--- config.mk ---
export PLATFORM = sky130hd
export DESIGN_NAME = tdoa_grid_search_locator
export DESIGN_NICKNAME = d
export VERILOG_FILES = /design/src/hw/rtl/tgsl_pkg.sv /design/src/hw/rtl/tgsl_dist.sv /design/src/hw/rtl/tdoa_grid_search_locator.sv
export VERILOG_INCLUDE_DIRS = /design/src /design/src/hw/rtl
export SDC_FILE = /design/constraint.sdc
export NUM_CORES = 2
export LEC_CHECK = 0
export ABC_AREA = 1
export BUFFER_PORTS_ARGS = -buffer_cell sky130_fd_sc_hd__buf_4
export CORE_MARGIN = 5
export CORE_UTILIZATION = 45
export DETAILED_ROUTE_END_ITERATION = 7
export HOLD_SLACK_MARGIN = 0.05
export PLACE_DENSITY = 0.59
export SETUP_SLACK_MARGIN = 0.15
export SKIP_CTS_REPAIR_TIMING = 1
export SYNTH_ARGS = -nofsm -noshare
export SYNTH_HDL_FRONTEND = slang
export SYNTH_SLANG_ARGS = --single-unit
--- constraint.sdc ---
create_clock -name clk -period 12.7 [get_ports clk]
set_clock_uncertainty 0.05 [all_clocks]
set_input_delay 0.635 -clock clk [delete_from_list [all_inputs] [get_ports clk]]
set_output_delay 0.635 -clock clk [all_outputs]
set_load 0.05 [all_outputs]
--- src/hw/rtl/tdoa_grid_search_locator_macros.svh ---
// Assertion macros shared by the locator RTL.
`ifndef TDOA_GRID_SEARCH_LOCATOR_MACROS_SVH
`define TDOA_GRID_SEARCH_LOCATOR_MACROS_SVH

// Same-cycle implication, checked out of reset.
`define TGSL_ASSERT_IMP(lbl, ante, cons) \
  lbl: assert property (@(posedge clk) disable iff (!rst_n) (ante) |-> (cons)) \
    else $error("locator assertion failed");

// Next-cycle implication, checked out of reset.
`define TGSL_ASSERT_NXT(lbl, ante, cons) \
  lbl: assert property (@(posedge clk) disable iff (!rst_n) (ante) |=> (cons)) \
    else $error("locator assertion failed");

`endif

--- src/hw/rtl/tgsl_pkg.sv ---
// Package: types, codes and constants of the grid-search locator.
`default_nettype none
package tgsl_pkg;

  localparam int NODES_DEF = 8;

  localparam int COORD_W = 16;
  localparam int TIME_W  = 24;
  localparam int DIST_W  = 21;
  localparam int SQ_W    = 41;
  localparam int ERR_W   = 41;

  // 1000 s scaled by 85 and 2^24
  localparam logic [ERR_W-1:0] ERR_LIMIT = ERR_W'(64'd85000 << 24);

  localparam logic [1:0] FUNC_MIC  = 2'd0;
  localparam logic [1:0] FUNC_MEAS = 2'd1;
  localparam logic [1:0] FUNC_RUN  = 2'd2;

  localparam logic [1:0] REG_COLS     = 2'd0;
  localparam logic [1:0] REG_ROWS     = 2'd1;
  localparam logic [1:0] REG_STEP     = 2'd2;
  localparam logic [1:0] REG_MIN_NODE = 2'd3;

  typedef struct packed {
    logic [1:0]         func;
    logic [2:0]         node;
    logic [COORD_W-1:0] mic_a_x;
    logic [COORD_W-1:0] mic_a_y;
    logic [COORD_W-1:0] mic_b_x;
    logic [COORD_W-1:0] mic_b_y;
    logic signed [TIME_W-1:0] time_diff;
    logic               valid_req;
  } in_t;

  typedef struct packed {
    logic [COORD_W-1:0] pos_x;
    logic [COORD_W-1:0] pos_y;
    logic               located;
  } out_t;

  typedef struct packed {
    logic [COORD_W-1:0] a_x;
    logic [COORD_W-1:0] a_y;
    logic [COORD_W-1:0] b_x;
    logic [COORD_W-1:0] b_y;
  } mic_t;

  // Distance unit status toward the sequencer
  typedef struct packed {
    logic busy;
    logic done;
  } dist_sts_t;

endpackage
`default_nettype wire

--- src/hw/rtl/tgsl_dist.sv ---
// Distance unit: one shared squarer, then a bit-serial integer square root.
`default_nettype none
module tgsl_dist import tgsl_pkg::*; (
  input  wire logic               clk,
  input  wire logic               rst_n,
  input  wire logic               start_i,
  input  wire logic [COORD_W-1:0] px_i,
  input  wire logic [COORD_W-1:0] py_i,
  input  wire logic [COORD_W-1:0] mx_i,
  input  wire logic [COORD_W-1:0] my_i,
  output dist_sts_t               sts_o,
  output logic [DIST_W-1:0]       dist_o
);

  typedef enum logic [1:0] {D_IDLE, D_SQX, D_SQY, D_ROOT} dstate_t;

  dstate_t             state_r;
  logic [COORD_W-1:0]  dx_r, dy_r;
  logic [31:0]         sq_r;
  logic [SQ_W-1:0]     v_r;
  logic [SQ_W:0]       r_r;
  logic [SQ_W-1:0]     b_r;
  logic [DIST_W-1:0]   dist_r;
  logic                done_r;

  logic [COORD_W-1:0]  dx, dy, op;
  logic [31:0]         prod;
  logic [SQ_W:0]       rb, r_nxt;
  logic                ge;

  // absolute coordinate differences
  assign dx = (px_i >= mx_i) ? px_i - mx_i : mx_i - px_i;
  assign dy = (py_i >= my_i) ? py_i - my_i : my_i - py_i;

  // the one multiplier, squaring dx then dy
  assign op   = (state_r == D_SQX) ? dx_r : dy_r;
  assign prod = 32'(op) * 32'(op);

  // one root step
  assign rb    = r_r + (SQ_W+1)'(b_r);
  assign ge    = (SQ_W+1)'(v_r) >= rb;
  assign r_nxt = ge ? (r_r >> 1) + (SQ_W+1)'(b_r) : r_r >> 1;

  always_ff @(posedge clk) begin
    if (!rst_n) begin
      state_r <= D_IDLE;
      done_r  <= 1'b0;
    end else begin
      done_r <= 1'b0;
      case (state_r)
        D_IDLE: begin
          if (start_i) begin
            dx_r    <= dx;
            dy_r    <= dy;
            state_r <= D_SQX;
          end
        end
        D_SQX: begin
          sq_r    <= prod;
          state_r <= D_SQY;
        end
        D_SQY: begin
          v_r     <= {33'(sq_r) + 33'(prod), 8'b0};
          r_r     <= '0;
          b_r     <= {1'b1, {(SQ_W-1){1'b0}}};
          state_r <= D_ROOT;
        end
        D_ROOT: begin
          if (ge) v_r <= v_r - rb[SQ_W-1:0];
          r_r <= r_nxt;
          b_r <= b_r >> 2;
          if (b_r[0]) begin
            dist_r  <= r_nxt[DIST_W-1:0];
            done_r  <= 1'b1;
            state_r <= D_IDLE;
          end
        end
        default: state_r <= D_IDLE;
      endcase
    end
  end

  assign sts_o.busy = (state_r != D_IDLE);
  assign sts_o.done = done_r;
  assign dist_o     = dist_r;

endmodule
`default_nettype wire

--- src/hw/rtl/tdoa_grid_search_locator.sv ---
// Operation: load items are taken while idle; a run walks every grid point and valid node in turn.
// Each valid node costs a dispatch step, two distances in the shared squarer/root unit
// and one error step; each invalid node a skip step; each grid point one compare step.
// A run with too few valid nodes, or with zero columns or rows, answers without a grid walk.
// One item is handled at a time.
// Reset (synchronous, rst_n low) clears valid flags, restores register defaults, goes idle.
`default_nettype none
`include "tdoa_grid_search_locator_macros.svh"
module tdoa_grid_search_locator import tgsl_pkg::*; #(
  parameter int NODES = NODES_DEF
) (
  input  wire logic        clk,
  input  wire logic        rst_n,
  input  wire logic        in_valid,
  output logic             in_stall,
  input  wire in_t         in_data,
  output logic             out_valid,
  input  wire logic        out_stall,
  output out_t             out_data,
  input  wire logic        cfg_we,
  input  wire logic [1:0]  cfg_addr,
  input  wire logic [12:0] cfg_data
);

  localparam int NW = (NODES > 1) ? $clog2(NODES) : 1;

  typedef enum logic [2:0] {S_IDLE, S_NODE, S_DIST_A, S_DIST_B, S_ERR, S_POINT} state_t;

  state_t             state_r;
  logic [8:0]         cols_r, rows_r;
  logic [12:0]        step_r;
  logic [3:0]         min_nodes_r;
  mic_t               mic_r  [NODES];
  logic signed [TIME_W-1:0] meas_r [NODES];
  logic [NODES-1:0]   flags_r;
  logic [NW-1:0]      ni_r;
  logic [8:0]         kx_r, ky_r;
  logic [COORD_W-1:0] px_r, py_r, bx_r, by_r;
  logic [ERR_W-1:0]   sum_r, best_r;
  logic [DIST_W-1:0]  da_r;
  logic               msel_r, start_r;
  logic               out_valid_r;
  out_t               out_r;

  dist_sts_t          dsts;
  logic [DIST_W-1:0]  dist_len;
  mic_t               mic_cur;
  logic [COORD_W-1:0] mx, my;
  logic               in_acc, node_ok, last_node;
  logic [NW-1:0]      wr_idx;
  logic signed [21:0] dd;
  logic signed [31:0] d64, err;
  logic signed [30:0] t85;
  logic [31:0]        err_abs;

  // distance unit
  assign mic_cur = mic_r[ni_r];
  assign mx      = msel_r ? mic_cur.b_x : mic_cur.a_x;
  assign my      = msel_r ? mic_cur.b_y : mic_cur.a_y;

  tgsl_dist u_dist (
    .clk    (clk),
    .rst_n  (rst_n),
    .start_i(start_r),
    .px_i   (px_r),
    .py_i   (py_r),
    .mx_i   (mx),
    .my_i   (my),
    .sts_o  (dsts),
    .dist_o (dist_len)
  );

  // saturating grid coordinate step
  function automatic logic [COORD_W-1:0] coord_inc(input logic [COORD_W-1:0] c,
                                                   input logic [12:0] s);
    logic [COORD_W:0] t;
    t = (COORD_W+1)'(c) + (COORD_W+1)'(s);
    return t[COORD_W] ? {COORD_W{1'b1}} : t[COORD_W-1:0];
  endfunction

  // node error, scaled by 85: |D*64 - t*85| (dist_len holds distance to B here)
  assign dd      = $signed({1'b0, da_r}) - $signed({1'b0, dist_len});
  assign d64     = 32'(dd) <<< 6;
  assign t85     = 31'(meas_r[ni_r]) * 31'sd85;
  assign err     = d64 - 32'(t85);
  assign err_abs = err[31] ? 32'(-err) : 32'(err);

  assign in_acc    = in_valid && !in_stall;
  assign node_ok   = 32'(in_data.node) < NODES;
  assign wr_idx    = NW'(in_data.node);
  assign last_node = (ni_r == NW'(NODES - 1));

  always_ff @(posedge clk) begin
    if (!rst_n) begin
      state_r     <= S_IDLE;
      flags_r     <= '0;
      out_valid_r <= 1'b0;
      start_r     <= 1'b0;
      cols_r      <= 9'd40;
      rows_r      <= 9'd40;
      step_r      <= 13'd410;
      min_nodes_r <= 4'd4;
    end else begin
      start_r <= 1'b0;
      if (out_valid_r && !out_stall) out_valid_r <= 1'b0;

      // configuration writes
      if (cfg_we) begin
        case (cfg_addr)
          REG_COLS:     cols_r      <= cfg_data[8:0];
          REG_ROWS:     rows_r      <= cfg_data[8:0];
          REG_STEP:     step_r      <= cfg_data;
          REG_MIN_NODE: min_nodes_r <= cfg_data[3:0];
          default: ;
        endcase
      end

      case (state_r)
        S_IDLE: begin
          if (in_acc) begin
            case (in_data.func)
              FUNC_MIC: begin
                if (node_ok) mic_r[wr_idx] <= {in_data.mic_a_x, in_data.mic_a_y,
                                               in_data.mic_b_x, in_data.mic_b_y};
              end
              FUNC_MEAS: begin
                if (node_ok) begin
                  meas_r[wr_idx]  <= in_data.time_diff;
                  flags_r[wr_idx] <= in_data.valid_req;
                end
              end
              FUNC_RUN: begin
                if ($countones(flags_r) < 32'(min_nodes_r)) begin
                  out_r       <= '0;
                  out_valid_r <= 1'b1;
                end else if (cols_r == '0 || rows_r == '0) begin
                  out_r       <= '{pos_x: '0, pos_y: '0, located: 1'b1};
                  out_valid_r <= 1'b1;
                  flags_r     <= '0;
                end else begin
                  kx_r    <= '0;
                  ky_r    <= '0;
                  px_r    <= '0;
                  py_r    <= '0;
                  bx_r    <= '0;
                  by_r    <= '0;
                  best_r  <= ERR_LIMIT;
                  sum_r   <= '0;
                  ni_r    <= '0;
                  state_r <= S_NODE;
                end
              end
              default: ;
            endcase
          end
        end
        // skip invalid nodes, else launch distance to mic A
        S_NODE: begin
          if (flags_r[ni_r]) begin
            msel_r  <= 1'b0;
            start_r <= 1'b1;
            state_r <= S_DIST_A;
          end else if (last_node) begin
            state_r <= S_POINT;
          end else begin
            ni_r <= ni_r + 1'b1;
          end
        end
        S_DIST_A: begin
          if (dsts.done) begin
            da_r    <= dist_len;
            msel_r  <= 1'b1;
            start_r <= 1'b1;
            state_r <= S_DIST_B;
          end
        end
        S_DIST_B: begin
          if (dsts.done) state_r <= S_ERR;
        end
        // accumulate this node's error
        S_ERR: begin
          sum_r <= sum_r + ERR_W'(err_abs);
          if (last_node) begin
            state_r <= S_POINT;
          end else begin
            ni_r    <= ni_r + 1'b1;
            state_r <= S_NODE;
          end
        end
        // keep first strict minimum, then step the grid (x outer, y inner)
        S_POINT: begin
          if (sum_r < best_r) begin
            best_r <= sum_r;
            bx_r   <= px_r;
            by_r   <= py_r;
          end
          sum_r   <= '0;
          ni_r    <= '0;
          state_r <= S_NODE;
          if (10'(ky_r) + 10'd1 == 10'(rows_r)) begin
            ky_r <= '0;
            py_r <= '0;
            kx_r <= kx_r + 1'b1;
            px_r <= coord_inc(px_r, step_r);
            if (10'(kx_r) + 10'd1 == 10'(cols_r)) begin
              out_r.pos_x   <= (sum_r < best_r) ? px_r : bx_r;
              out_r.pos_y   <= (sum_r < best_r) ? py_r : by_r;
              out_r.located <= 1'b1;
              out_valid_r   <= 1'b1;
              flags_r       <= '0;
              state_r       <= S_IDLE;
            end
          end else begin
            ky_r <= ky_r + 1'b1;
            py_r <= coord_inc(py_r, step_r);
          end
        end
        default: state_r <= S_IDLE;
      endcase
    end
  end

  assign in_stall  = (state_r != S_IDLE) || out_valid_r;
  assign out_valid = out_valid_r;
  assign out_data  = out_r;

  // checks
  `TGSL_ASSERT_IMP(a_start_idle, start_r, !dsts.busy)
  `TGSL_ASSERT_IMP(a_unlocated_zero, out_valid_r && !out_r.located,
                   out_r.pos_x == '0 && out_r.pos_y == '0)
  `TGSL_ASSERT_IMP(a_flags_cleared, $rose(out_valid_r) && out_r.located, flags_r == '0)
  `TGSL_ASSERT_NXT(a_done_leaves, state_r == S_DIST_B && dsts.done, state_r == S_ERR)

endmodule
`default_nettype wire
==> metrics.md <==
| Metric | Value |
|---|---|
| Status | finished clean |
| Post-synth EDFFs | 1114 |
| Routed via count | 56734 |
| Core area | 0.163 mm2 |
| Initial core utilization | 45.3% |
| Post-synthesis adder-cell area fraction | 15.0% |
| Final hold vios | 0 |
| Largest cells by area after synthesis | edfxtp_1, ha_1, fa_1 |
| WL met1 | 91900 um |
| Post-synthesis simple-gate area fraction | 14.3% |
| Top_reg_cell synth | edfxtp_1 |
| Area delta synth->final | 11.8% |
| Final setup fails | 0 |
| Largest family of logic cells by synthesized area | adder cells |
| Post-Route WL | 203000 um |
| Synthesized cell area | 0.0740 mm2 |
| First-pass GRT wire length | 314000 um |
| Startpoint types | flip-flop |
| Critical-path top delay cell | dfxtp_4 |
| CP endpoint kind | flip-flop |
| Placed cells | 10110 |
| Remaining Overflow, GRT | 0 |
| CTS tree | yes |
| Slew of the pin with the lowest slew margin | 1.09 ns |
| Via density | 5.43 |
| Top cell type's share of synthesized area | 45.2% |
| Fin nets | 9031 |
| Type of the worst setup path | reg2reg |
| Worst path max stage delay | 0.83 ns |
| Slew headroom | 27.3% |
| Clk Latency, worst-skew pair | 0.79 ns |
| Tmin final | 11.37 ns |
| Initial antenna violation count | 21 |
| Chip Width | 415 um |
| Sequential fraction of the synthesis area | 46.7% |
| Fin cells | 10453 |
| GRT Total Usage | 22.9% |
| Post-Route Setup TNS | 0 ns |
| Yosys warnings | 0 |
| H-tree depth | 4 |
| Worst-path maximum fanout | 62 |
| Mux contribution to synthesized area | 0.122% |
| Row cnt | 148 |
| DP HPWL | 144000 um |
| CTS Buf Count | 134 |
| Total clock sinks | 1168 |
| XOR/XNOR share of the synthesized area | 3.12% |
| Routed wl met3 | 10200 um |
| Bufs on Longest Clock Path | 3 |
| Die footprint | 0.173 mm2 |
| Vias in the first global route | 54997 |
| Compound-Gate Fraction of Synth Area | 13.6% |
| Iteration-0 DRC Markers | 4494 |
| Mean post-synth cell area | 9.30 um2 |
| Drt drc | 0 |
| Max_cap viols | 0 |
| DRT antenna net count | 0 |
| Root buf cell | clkbuf_16 |
| Hold Path Class | in2reg |
| Top Layer Used | met5 |
| IO Count | 149 |
| Final Max Tran Viols | 0 |
| Share of layout cells above drive strength 1 | 5.90% |
| RSZ-0062 raised after global routing | false |
| Worst EP required | 13.17 ns |
| Biggest area consumer among synthesized cells | edfxtp_1 |
| DR WL/cell | 19.4 um |
| DR pass1 iterations | 6 |
| Synth cell types | 70 |
| Metal2 WL | 95300 um |
| Final period util | 89.5% |
| Synth Register Bits | 1168 |
| I/O Buffers | 148 |
| Arr. time, crit path | 11.84 ns |
| Syn Nets | 8821 |
| Pin count of the biggest net entering global routing | 215 |
| Commonest non-fill, non-tap cell in the layout | inv_1 |
| Async SR Flop Fraction | 0% |
| Max Freq | 88.0 MHz |
| Most frequent cells in the layout | inv_1, edfxtp_1, nand2_1 |
| Synth Instances | 7954 |
| Routability cong. | 0.938 |
| Height of the die | 415 um |
| CTS clk-pin slew, worst paths | 0.06 ns |
cells in the mapped netlist, types with 16 or more instances:
library cell	count
a211oi_1	16
a21o_1	18
a21oi_1	555
a31oi_1	67
clkbuf_1	198
dfxtp_1	54
edfxtp_1	1114
fa_1	222
ha_1	531
inv_1	1164
nand2_1	1059
nand3_1	246
nand4_1	68
nor2_1	1047
nor3_1	67
nor4_1	21
o211ai_1	63
o21a_1	35
o21ai_0	755
o21ai_1	23
o21bai_1	20
o221ai_1	110
o22ai_1	64
or2_2	16
xnor2_1	107
xor2_1	152
state kept, by name (all words and copies together), names as in the netlist, 21 cells and up, named ones only:
signal	flops
u_dist.dist_o	21
out_data	33
u_dist.v_r	41
meas_r	192
best_r	41
mic_r	512
u_dist.sq_r	31
u_dist.r_r	42
u_dist.b_r	21
da_r	21
sum_r	41
metrics by stage:
step	hold WS, ns	instance area (um2)	setup slack, ns	util (%)
after floorplan	0.376	74000	2.33	-
after global placement	0.384	77500	1.54	47.5
after detailed placement	0.393	77500	1.38	47.5
after CTS	-0.0521	81800	1.35	50.1
after global routing	0.0511	82700	0.200	50.7
final	0.0464	82700	1.33	50.7
layout make-up:
cell class	instances	area, um2
fill	15076	80400
timing repair buffer	307	2550
clock inverter	72	678
antenna	9	22.5
inverter	1172	4420
clock buffer	169	3550
tap	2175	2720
multi-input combinational	5381	34200
sequential	1168	34500
final timing paths:
kind                            cells past startpoint  slack (ns)          to              from
worst min register to register                      0        0.41     da_r[9]  u_dist.dist_o[9]
worst min-delay path                                3        0.05  step_r[10]      cfg_data[10]
worst max-delay path                               46        1.33   sum_r[40]         flip-flop
worst max register to register                     46        1.33   sum_r[40]         flip-flop
worst max-delay path, delay by kind of cell, from the launching register on:
kind / cells / cell delay (ns)
AOI/OAI and AO/OA: 18 / 4.28
xor gates and xnor gates: 2 / 0.40
adders and majority gates: 7 / 2.64
buffers and inverters: 6 / 1.12
DFF: 1 / 0.83
and+or+nand+nor: 13 / 1.69
metal layers:
metal  vias up  global-route usage, %
li1      27615                      -
met1     27411                   31.7
met2      1419                   37.9
met3       279                   3.15
met4        10                   6.27
met5         -                      0
cell families (layout without fill, tap and decap cells):
kind of cell | after synthesis | count (layout)
AO/OA/AOI/OAI | 1779 | 1779
adder cells (fa/ha/maj) | 753 | 753
buffers and inverters | 1405 | 1720
flip-flops | 1168 | 1168
AND/OR/NAND/NOR | 2579 | 2579
XOR/XNOR | 261 | 261
other | 0 | 9
multiplexers | 9 | 9
Power is not shown: default switching activity piles up to over one toggle a cycle in this logic, so the estimate is an artifact.
